[src/hdl/wobi_pkg.sv]
// ----------------------------------------------------------------------------
// wobi_pkg: shared types, constants and tables for the OFDM bit interleaver
// Modulation codes, symbol geometry per modulation and the read request
// that the control logic hands to the symbol store.
// ----------------------------------------------------------------------------
package wobi_pkg;

    // Modulation codes
    localparam logic [1:0] MODE_BPSK  = 2'd0;
    localparam logic [1:0] MODE_QPSK  = 2'd1;
    localparam logic [1:0] MODE_QAM16 = 2'd2;
    localparam logic [1:0] MODE_QAM64 = 2'd3;

    // Rate codes as carried on the input stream
    localparam logic [7:0] RATE_BPSK_A  = 8'd13;
    localparam logic [7:0] RATE_BPSK_B  = 8'd15;
    localparam logic [7:0] RATE_QPSK_A  = 8'd5;
    localparam logic [7:0] RATE_QPSK_B  = 8'd7;
    localparam logic [7:0] RATE_QAM16_A = 8'd9;
    localparam logic [7:0] RATE_QAM16_B = 8'd11;
    localparam logic [7:0] RATE_QAM64_A = 8'd1;
    localparam logic [7:0] RATE_QAM64_B = 8'd3;

    localparam int unsigned SYM_BYTES_MAX = 36;
    localparam int unsigned ADDR_W        = 6;
    localparam int unsigned BIT_IDX_W     = 9;
    // SIGNAL symbol is 6 bytes; count held is one less
    localparam logic [5:0]  SIGNAL_BYTES_M1 = 6'd5;

    // Permutation geometry: N/16 - 1 and spread s - 1
    typedef struct packed {
        logic       permute;
        logic [4:0] n16_m1;
        logic [1:0] s_m1;
    } geom_t;

    localparam geom_t SIGNAL_GEOM = '{permute: 1'b1, n16_m1: 5'd2, s_m1: 2'd0};

    // One bit read from the symbol store
    typedef struct packed {
        logic                  valid;
        logic [ADDR_W-1:0]     addr;
        logic [2:0]            bit_sel;
        logic [2:0]            pos;
        logic                  final_bit;
        logic                  pkt_last;
    } rd_req_t;

    function automatic logic [1:0] rate_to_mode(input logic [7:0] code);
        logic [1:0] m;
        case (code)
            RATE_BPSK_A, RATE_BPSK_B:   m = MODE_BPSK;
            RATE_QPSK_A, RATE_QPSK_B:   m = MODE_QPSK;
            RATE_QAM16_A, RATE_QAM16_B: m = MODE_QAM16;
            RATE_QAM64_A, RATE_QAM64_B: m = MODE_QAM64;
            default:                    m = MODE_QPSK;
        endcase
        return m;
    endfunction

    function automatic logic [5:0] mode_bytes_m1(input logic [1:0] mode);
        logic [5:0] b;
        case (mode)
            MODE_BPSK:  b = 6'd5;
            MODE_QPSK:  b = 6'd11;
            MODE_QAM16: b = 6'd23;
            MODE_QAM64: b = 6'd35;
            default:    b = 6'd11;
        endcase
        return b;
    endfunction

    function automatic geom_t mode_geom(input logic [1:0] mode);
        geom_t g;
        g.permute = 1'b1;
        case (mode)
            MODE_BPSK:
            begin
                g.n16_m1 = 5'd2;
                g.s_m1   = 2'd0;
            end
            MODE_QPSK:
            begin
                g.n16_m1 = 5'd5;
                g.s_m1   = 2'd0;
            end
            MODE_QAM16:
            begin
                g.n16_m1 = 5'd11;
                g.s_m1   = 2'd1;
            end
            MODE_QAM64:
            begin
                g.n16_m1 = 5'd17;
                g.s_m1   = 2'd2;
            end
            default:
            begin
                g.n16_m1 = 5'd5;
                g.s_m1   = 2'd0;
            end
        endcase
        return g;
    endfunction

endpackage

[src/hdl/wobi_perm_addr.sv]
// ----------------------------------------------------------------------------
// wobi_perm_addr: source bit index generator
// Walks the output bit positions of a symbol in order and gives, for each,
// the input bit that lands there under the two-step permutation. Output
// position j is split as j = (N/16)*q + r and r = s*g + m, so the source is
// k = 16*(r - m + ((m + q) mod s)) + q, kept with plain wrapping counters.
// ----------------------------------------------------------------------------
module wobi_perm_addr (
    input  logic                                clk,
    input  logic                                rst_n,
    input  logic                                start,
    input  wobi_pkg::geom_t                     geom,
    input  logic [wobi_pkg::BIT_IDX_W-1:0]      nbits_m1,
    input  logic                                step,
    output logic [wobi_pkg::BIT_IDX_W-1:0]      bit_idx,
    output logic [2:0]                          pos,
    output logic                                final_bit
);
    import wobi_pkg::*;

    geom_t                geom_reg;
    logic [BIT_IDX_W-1:0] nbits_m1_reg;
    logic [BIT_IDX_W-1:0] j_reg;
    logic [4:0]           r_reg;
    logic [3:0]           q_reg;
    logic [1:0]           m_reg;
    logic [1:0]           qm_reg;

    logic [2:0] rot_sum;
    logic [2:0] s_full;
    logic [2:0] rot;
    logic [4:0] r_src;

    // Rotation within a group of s positions
    always_comb
    begin
        rot_sum = {1'b0, m_reg} + {1'b0, qm_reg};
        s_full  = {1'b0, geom_reg.s_m1} + 3'd1;
        rot     = (rot_sum >= s_full) ? (rot_sum - s_full) : rot_sum;
        r_src   = r_reg - {3'b000, m_reg} + {3'b000, rot[1:0]};
    end

    assign bit_idx   = geom_reg.permute ? {r_src, q_reg} : j_reg;
    // Bit position within the output byte follows the output index
    assign pos       = j_reg[2:0];
    assign final_bit = (j_reg == nbits_m1_reg);

    // Load geometry on start, advance one position per step
    always_ff @(posedge clk or negedge rst_n)
    begin
        if (!rst_n)
        begin
            geom_reg     <= '0;
            nbits_m1_reg <= '0;
            j_reg        <= '0;
            r_reg        <= '0;
            q_reg        <= '0;
            m_reg        <= '0;
            qm_reg       <= '0;
        end
        else if (start)
        begin
            geom_reg     <= geom;
            nbits_m1_reg <= nbits_m1;
            j_reg        <= '0;
            r_reg        <= '0;
            q_reg        <= '0;
            m_reg        <= '0;
            qm_reg       <= '0;
        end
        else if (step)
        begin
            j_reg <= j_reg + 9'd1;
            m_reg <= (m_reg == geom_reg.s_m1) ? 2'd0 : m_reg + 2'd1;
            if (r_reg == geom_reg.n16_m1)
            begin
                r_reg  <= '0;
                q_reg  <= q_reg + 4'd1;
                qm_reg <= (qm_reg == geom_reg.s_m1) ? 2'd0 : qm_reg + 2'd1;
            end
            else
            begin
                r_reg <= r_reg + 5'd1;
            end
        end
    end

endmodule

[src/hdl/wobi_store.sv]
// ----------------------------------------------------------------------------
// wobi_store: symbol memory, bit gather and output register
// Holds the bytes of the current symbol, reads one bit per request, packs
// eight returned bits into a byte and offers it on the master side.
// ----------------------------------------------------------------------------
module wobi_store (
    input  logic                            clk,
    input  logic                            rst_n,
    input  logic                            wr_en,
    input  logic [wobi_pkg::ADDR_W-1:0]     wr_addr,
    input  logic [7:0]                      wr_data,
    input  wobi_pkg::rd_req_t               rd_req,
    output logic                            slot_free,
    output logic [7:0]                      m_tdata,    // [7:0] out_byte
    output logic                            m_tlast,    // out_last
    output logic                            m_tvalid,
    input  logic                            m_tready
);
    import wobi_pkg::*;

    logic [7:0] mem [SYM_BYTES_MAX];
    logic [7:0] rd_data_reg;

    logic       rd_valid_reg;
    logic [2:0] bit_sel_reg;
    logic [2:0] pos_reg;
    logic       final_reg;
    logic       last_reg;

    logic [6:0] asm_reg;
    logic [7:0] out_data_reg;
    logic       out_last_reg;
    logic       out_valid_reg;

    logic       rx_bit;
    logic       load_out;

    // Memory write and registered read
    always_ff @(posedge clk)
    begin
        if (wr_en)
        begin
            mem[wr_addr] <= wr_data;
        end
        if (rd_req.valid)
        begin
            rd_data_reg <= mem[rd_req.addr];
        end
    end

    // Track each read in step with the registered memory output
    always_ff @(posedge clk or negedge rst_n)
    begin
        if (!rst_n)
        begin
            rd_valid_reg <= 1'b0;
            bit_sel_reg  <= '0;
            pos_reg      <= '0;
            final_reg    <= 1'b0;
            last_reg     <= 1'b0;
        end
        else
        begin
            rd_valid_reg <= rd_req.valid;
            bit_sel_reg  <= rd_req.bit_sel;
            pos_reg      <= rd_req.pos;
            final_reg    <= rd_req.final_bit;
            last_reg     <= rd_req.pkt_last;
        end
    end

    assign rx_bit   = rd_data_reg[bit_sel_reg];
    assign load_out = rd_valid_reg && (pos_reg == 3'd7);

    // Gather bits into the assembly byte
    always_ff @(posedge clk)
    begin
        if (rd_valid_reg && (pos_reg != 3'd7))
        begin
            asm_reg[pos_reg] <= rx_bit;
        end
        if (load_out)
        begin
            out_data_reg <= {rx_bit, asm_reg};
            out_last_reg <= final_reg && last_reg;
        end
    end

    // Output beat valid: set on a completed byte, drop when taken
    always_ff @(posedge clk or negedge rst_n)
    begin
        if (!rst_n)
        begin
            out_valid_reg <= 1'b0;
        end
        else if (load_out)
        begin
            out_valid_reg <= 1'b1;
        end
        else if (m_tready)
        begin
            out_valid_reg <= 1'b0;
        end
    end

    assign slot_free = !out_valid_reg || m_tready;
    assign m_tdata   = out_data_reg;
    assign m_tlast   = out_last_reg;
    assign m_tvalid  = out_valid_reg;

    // A completed byte never lands on an occupied, stalled output register
    a_no_overwrite: assert property (@(posedge clk) disable iff (!rst_n)
        load_out |-> (!out_valid_reg || m_tready))
        else $error("completed byte would overwrite a pending output beat");

    // The last bit of a symbol always closes a byte
    a_final_aligned: assert property (@(posedge clk) disable iff (!rst_n)
        (rd_valid_reg && final_reg) |-> (pos_reg == 3'd7))
        else $error("symbol ended mid-byte");

    // A new output beat only follows a completed byte
    a_valid_source: assert property (@(posedge clk) disable iff (!rst_n)
        $rose(out_valid_reg) |-> $past(load_out))
        else $error("output beat appeared without a completed byte");

endmodule

[src/hdl/wlan_ofdm_bit_interleaver_core.sv]
// ----------------------------------------------------------------------------
// wlan_ofdm_bit_interleaver_core: 802.11a style block bit interleaver
// Collects packet bytes into a symbol memory and emits each symbol with its
// bits permuted, or unchanged for a short packet or a trailing part symbol.
// ----------------------------------------------------------------------------
// Usage:
//   Slave side: one packet byte per beat on s_tdata, the rate code on
//   s_tuser (read on the first byte of a packet), s_tlast on the final byte.
//   Master side: one output byte per beat on m_tdata, m_tlast on the final
//   output byte of the packet.
//   The first 6 bytes form the SIGNAL symbol (BPSK permutation) if the
//   packet has that many; later symbols are 6, 12, 24 or 36 bytes by rate.
//   Filling takes one cycle per byte. A beat that completes a symbol, or
//   carries s_tlast, starts the emit phase: s_tready drops and the symbol
//   memory is read one bit per cycle unless a stalled receiver holds it back;
//   the bits pass through the registered memory read into the output byte.
//   The single read port of the symbol memory sets this rate.
//   A stalled receiver holds the current output beat; reading pauses before
//   the bit that would complete the next byte until the beat is taken.
//   Reset clears control state: the next byte starts a new packet, QPSK is
//   assumed until a rate code is read, and no output beat is pending.
// ----------------------------------------------------------------------------
module wlan_ofdm_bit_interleaver_core (
    input  logic        clk,
    input  logic        rst_n,
    input  logic        s_tvalid,
    output logic        s_tready,
    input  logic [7:0]  s_tdata,    // [7:0] data_byte
    input  logic [7:0]  s_tuser,    // [7:0] rate_code
    input  logic        s_tlast,    // last_byte
    output logic        m_tvalid,
    input  logic        m_tready,
    output logic [7:0]  m_tdata,    // [7:0] out_byte
    output logic        m_tlast     // out_last
);
    import wobi_pkg::*;

    localparam logic ST_FILL = 1'b0;
    localparam logic ST_EMIT = 1'b1;

    logic                 state_reg;
    logic                 state_next;
    logic [ADDR_W-1:0]    cnt_reg;
    logic [ADDR_W-1:0]    cnt_next;
    logic                 in_sig_reg;
    logic                 in_sig_next;
    logic [1:0]           mode_reg;
    logic [1:0]           mode_next;
    logic                 pkt_last_reg;
    logic                 pkt_last_next;

    logic                 accept;
    logic [1:0]           mode_eff;
    logic [5:0]           target_m1;
    logic                 full;
    logic                 start;
    geom_t                geom;
    logic [BIT_IDX_W-1:0] nbits_m1;

    logic                 step;
    logic                 slot_free;
    logic [BIT_IDX_W-1:0] bit_idx;
    logic [2:0]           out_pos;
    logic                 final_bit;
    rd_req_t              rd_req;

    assign s_tready = (state_reg == ST_FILL);
    assign accept   = s_tvalid && s_tready;

    // Decode the symbol size for the incoming byte
    always_comb
    begin
        mode_eff  = (in_sig_reg && (cnt_reg == '0)) ? rate_to_mode(s_tuser) : mode_reg;
        target_m1 = in_sig_reg ? SIGNAL_BYTES_M1 : mode_bytes_m1(mode_eff);
        full      = (cnt_reg == target_m1);
        start     = accept && (full || s_tlast);
        if (!full)
        begin
            geom = '{permute: 1'b0, n16_m1: 5'd0, s_m1: 2'd0};
        end
        else if (in_sig_reg)
        begin
            geom = SIGNAL_GEOM;
        end
        else
        begin
            geom = mode_geom(mode_eff);
        end
        nbits_m1 = {cnt_reg, 3'b111};
    end

    // Hold off the read that completes a byte while the output is stalled
    assign step = (state_reg == ST_EMIT) && ((out_pos != 3'd7) || slot_free);

    // Next-state logic
    always_comb
    begin
        state_next    = state_reg;
        cnt_next      = cnt_reg;
        in_sig_next   = in_sig_reg;
        mode_next     = mode_reg;
        pkt_last_next = pkt_last_reg;
        case (state_reg)
            ST_FILL:
            begin
                if (accept)
                begin
                    mode_next = mode_eff;
                    if (start)
                    begin
                        state_next    = ST_EMIT;
                        cnt_next      = '0;
                        pkt_last_next = s_tlast;
                        in_sig_next   = s_tlast ? 1'b1 : 1'b0;
                    end
                    else
                    begin
                        cnt_next = cnt_reg + 6'd1;
                    end
                end
            end
            ST_EMIT:
            begin
                if (step && final_bit)
                begin
                    state_next = ST_FILL;
                end
            end
            default:
            begin
                state_next = ST_FILL;
            end
        endcase
    end

    // Control registers
    always_ff @(posedge clk or negedge rst_n)
    begin
        if (!rst_n)
        begin
            state_reg    <= ST_FILL;
            cnt_reg      <= '0;
            in_sig_reg   <= 1'b1;
            mode_reg     <= MODE_QPSK;
            pkt_last_reg <= 1'b0;
        end
        else
        begin
            state_reg    <= state_next;
            cnt_reg      <= cnt_next;
            in_sig_reg   <= in_sig_next;
            mode_reg     <= mode_next;
            pkt_last_reg <= pkt_last_next;
        end
    end

    // Bit read request towards the store
    always_comb
    begin
        rd_req.valid     = step;
        rd_req.addr      = bit_idx[BIT_IDX_W-1:3];
        rd_req.bit_sel   = bit_idx[2:0];
        rd_req.pos       = out_pos;
        rd_req.final_bit = final_bit;
        rd_req.pkt_last  = pkt_last_reg;
    end

    wobi_perm_addr u_perm_addr (
        .clk       (clk),
        .rst_n     (rst_n),
        .start     (start),
        .geom      (geom),
        .nbits_m1  (nbits_m1),
        .step      (step),
        .bit_idx   (bit_idx),
        .pos       (out_pos),
        .final_bit (final_bit)
    );

    wobi_store u_store (
        .clk       (clk),
        .rst_n     (rst_n),
        .wr_en     (accept),
        .wr_addr   (cnt_reg),
        .wr_data   (s_tdata),
        .rd_req    (rd_req),
        .slot_free (slot_free),
        .m_tdata   (m_tdata),
        .m_tlast   (m_tlast),
        .m_tvalid  (m_tvalid),
        .m_tready  (m_tready)
    );

endmodule

[config.mk]
export PLATFORM = sky130hd
export DESIGN_NAME = wlan_ofdm_bit_interleaver_core
export DESIGN_NICKNAME = d
export VERILOG_FILES = /design/src/hdl/wobi_pkg.sv /design/src/hdl/wobi_perm_addr.sv /design/src/hdl/wobi_store.sv /design/src/hdl/wlan_ofdm_bit_interleaver_core.sv
export SDC_FILE = /design/constraint.sdc
export NUM_CORES = 1
export LEC_CHECK = 0
export ABC_AREA = 1
export BUFFER_PORTS_ARGS = -buffer_cell sky130_fd_sc_hd__buf_2
export CORE_MARGIN = 2
export CORE_UTILIZATION = 56
export DETAILED_ROUTE_END_ITERATION = 10
export PLACE_DENSITY_LB_ADDON = 0.08
export SYNTH_ARGS = -nofsm -noshare
export SYNTH_HDL_FRONTEND = slang
export SYNTH_SLANG_ARGS = --single-unit
[constraint.sdc]
create_clock -name clk -period 4.13 [get_ports clk]
set_input_delay 0.413 -clock clk [delete_from_list [all_inputs] [get_ports clk]]
set_output_delay 0.413 -clock clk [all_outputs]
set_load 0.005 [all_outputs]
==> run_results.csv <==
group,metric,value,unit
power,p_leak,6.417,nW
synth,ys_top_cells_by_count,"edfxtp_1 (312), nor2_1 (269), o21ai_0 (160), nand2_1 (127), nand3_1 (82)",
place,numPortBuffers,30,
detailed_routing,vias,10470,
final_layout,final_layout_size_suffix_gt1_frac,0.1474,
job,drv_cap,0,
power,sw_frac_of_total,0.4078,
final_layout,multi_input_area,4516,sq um
power,switching_power,6.448,mW
timing,finalMaxSlewViolations,0,
final_layout,post-route-util,0.6466,
outcome,status,"finished with violations",
synth,synth_top_flop_cell,"edfxtp_1",
outcome,violations,"negative setup slack",
setup_path,cp-end-kind,"flip-flop",
timing,hold_viol_final,0,
synth,synth_edf_count,312,
grt,grt_pass1_vias,9821,
die,ios,32,
clock_network,cts_buffers,37,
synth,ys_seq_area_frac,0.6817,
timing,worst_pin_slew,1.197,ns
die,die_area,29580,sq um
setup_path,cp.required,4.40,ns
grt,gr-total-overflow,0,
clock_network,clockBufferDepth,3,
final_layout,stdcell_count,1809,
synth,syn_inst,1351,
setup_path,arrival,4.61,ns
grt,use_met1,0.3615,
final_layout,diodes,0,
grt,top_usage_layer,"met2",
die,dieWidth,172.0,um
die,die_y,172.0,um
final_layout,largest_reg_flops,288,
grt,grtUsageMet2,0.4074,
detailed_routing,drtIter0Drc,892,
synth,ys_seq_elements,368,
final_layout,fillCellCount,2162,
synth,syn_area_per_cell,11.70,sq um
die,coreArea,27780,sq um
timing,fin_skew,0.01604,ns
clock_network,htreeDepth,2,
place,routabilityCongestion,0.8445,
place,dpl.hpwl,22620,um
synth,synth.distinct_cells,48,
timing,fmax,0.2303,GHz
grt,grt_pass1_wl,55960,um
detailed_routing,firstDrtPassIters,5,
power,ir_drop,745.5,uV
clock_network,clk_pin_slew,0.06,ns
power,p_int,9.365,mW
synth,syn_area,15800,sq um
detailed_routing,avgRoutedWirePerCell,20.34,um
min_path,hp-class,"primary input to flip-flop",
synth,async_reset_ff_frac,0.1522,
setup_path,cp-start-kind,"flip-flop",
grt,antenna_found_initial,0,
die,start_util,0.5689,
grt,grt_max_degree,149,
timing,grt_setup_unrepaired,"yes",
grt,grt_use_total,0.2540,
grt,grt_use_met3,0.03616,
die,rows,61,
power,p_per_area,880.3,nW/um^2
detailed_routing,wl,36800,um
timing,finalSetupViolations,8,
timing,setup_slack,-0.2114,ns
power,seqPwrFrac,0.299,
final_layout,synthToLayoutAreaGrowth,13.67,%
detailed_routing,drc,0,
clock_network,clk_latency,0.52,ns
power,pwr-share-comb,0.491,
synth,synth_area_leader_cell,"edfxtp_1",
synth,post-synth-top-count-cell,"edfxtp_1",
timing,min_period,4.341,ns
power,power,15.81,mW
clock_network,cts_tree,"done",
synth,ys_top_cells_by_area,"edfxtp_1 (59%), dfrtp_1 (8.6%), nor2_1 (6.4%)",
timing,slew-limit-headroom,0.1959,
clock_network,cts_root_buf,"clkbuf_16",
setup_path,path_class,"flip-flop to flip-flop",
synth,synth_top_area_frac,0.5928,
detailed_routing,via_per_inst,5.788,
detailed_routing,drtAntennaViolNets,0,
synth,yosysWarnings,0,
power,p_clk_frac,0.210,
synth,mappedNetlistNets,1392,
timing,period_share,1.051,
final_layout,nets,1448,
setup_path,cp_max_fo,10,
clock_network,clkSinkCount,368,
timing,tns,-1.398,ns
final_layout,seqCellArea,10770,sq um
place,dp_cells,1740,
## cell type report
cell class              count  share of cell area
flip-flops and latches    368              0.5997
inverters                  67             0.01539
well taps                 378             0.02633
clock inverters            19             0.01212
multi-input cells         848              0.2514
repair buffers             85             0.04102
clock buffers              44             0.05412
## kinds of logic (layout without fill, tap and decap cells)
family	after synthesis	in the layout	share of synthesized area
AND/OR/NAND/NOR	523	523	0.1381
XOR/XNOR	23	23	0.01275
adder cells (fa/ha/maj)	20	20	0.01726
AO/OA/AOI/OAI	281	281	0.1084
buffers and inverters	135	215	0.04117
multiplexers	1	1	0.0007125
flip-flops	368	368	0.6817
## routing by layer
| layer | vias to the layer above | part of all wire |
|---|---|---|
| li1 | 4927 | - |
| met1 | 5114 | 0.44 |
| met2 | 345 | 0.47 |
| met3 | 84 | 0.056 |
| met4 | 0 | 0.032 |
| met5 | - | 0 |
## power groups by stage
stage	logic (mW)	clock network [mW]	registers (mW)
2_1_floorplan	4.92	0	4.71
3_3_place_gp	7.09	0	4.79
3_5_place_dp	7.19	0	4.80
4_1_cts	7.54	3.36	4.73
5_1_grt	8.56	3.48	4.77
6_report	7.77	3.32	4.73
## placed cells by master, fill, tap and decap left out, drive strengths merged, types with 3 or more instances in the layout
cell type  Yosys  layout
edfxtp       312     312
nor2         274     274
o21ai        182     182
nand2        134     134
buf           45      84
nand3         83      83
o211ai        66      66
inv           65      64
dfrtp         54      54
clkbuf        23      44
ha            17      17
clkinv         2      16
nor3          15      15
xor2          13      13
nand4         13      13
a21oi         11      11
o22ai         11      11
xnor2         10      10
o221ai         6       6
bufinv         0       5
fa             3       3
## critical path: stages (launching register included)
cell and delay, ns:
dfrtp_1 0.36, ha_2 0.19, inv_2 0.04, fa_1 0.54, inv_2 0.06, ha_4 0.27, nand2_2 0.05, o211ai_1 0.29
o21ai_2 0.14, fa_1 0.59, inv_2 0.05, fa_2 0.58, o21ai_4 0.06, buf_12 0.14, buf_8 0.14, buf_6 0.11
o211ai_1 0.20, nand3_2 0.16, nand3_2 0.09, nand2_1 0.04
## metrics by stage
stage / worst slack, ns / hold WS [ns] / cell area [sq um]
floorplan: 0.00009948 / 0.1174 / 15870
global placement: -0.2012 / 0.4029 / 16560
detailed placement: -0.3097 / 0.4045 / 16560
CTS: -0.06456 / 0.09367 / 17880
global route: -0.3423 / 0.1147 / 17960
finish: -0.2114 / 0.1058 / 17960
## timing repair
action                     4_1_cts  5_1_grt
setup endpoints to repair        8        8
hold endpoints to repair        20        0
gates resized for setup         23       18
pin swaps                       11       25
hold buffers                     1        0
buffers inserted                 2        4
## worst paths after layout
kind | cells after the start | start | slack (ns) | endpoint
worst max register to register | 19 | u_perm_addr.m_reg[0] | -0.21 | u_store.rd_data_reg[7]
min in group asynchronous | 2 | rst_n | 0.45 | u_perm_addr.r_reg[1]
worst min register to register | 0 | u_store.asm_reg[5] | 0.42 | u_store.m_tdata[5]
max in group asynchronous | 3 | rst_n | 2.81 | u_store.bit_sel_reg[0]
worst max-delay path | 19 | u_perm_addr.m_reg[0] | -0.21 | u_store.rd_data_reg[7]
worst min-delay path | 2 | m_tready | 0.11 | u_store.m_tvalid
No activity file was read; power rests on OpenSTA's default activity.
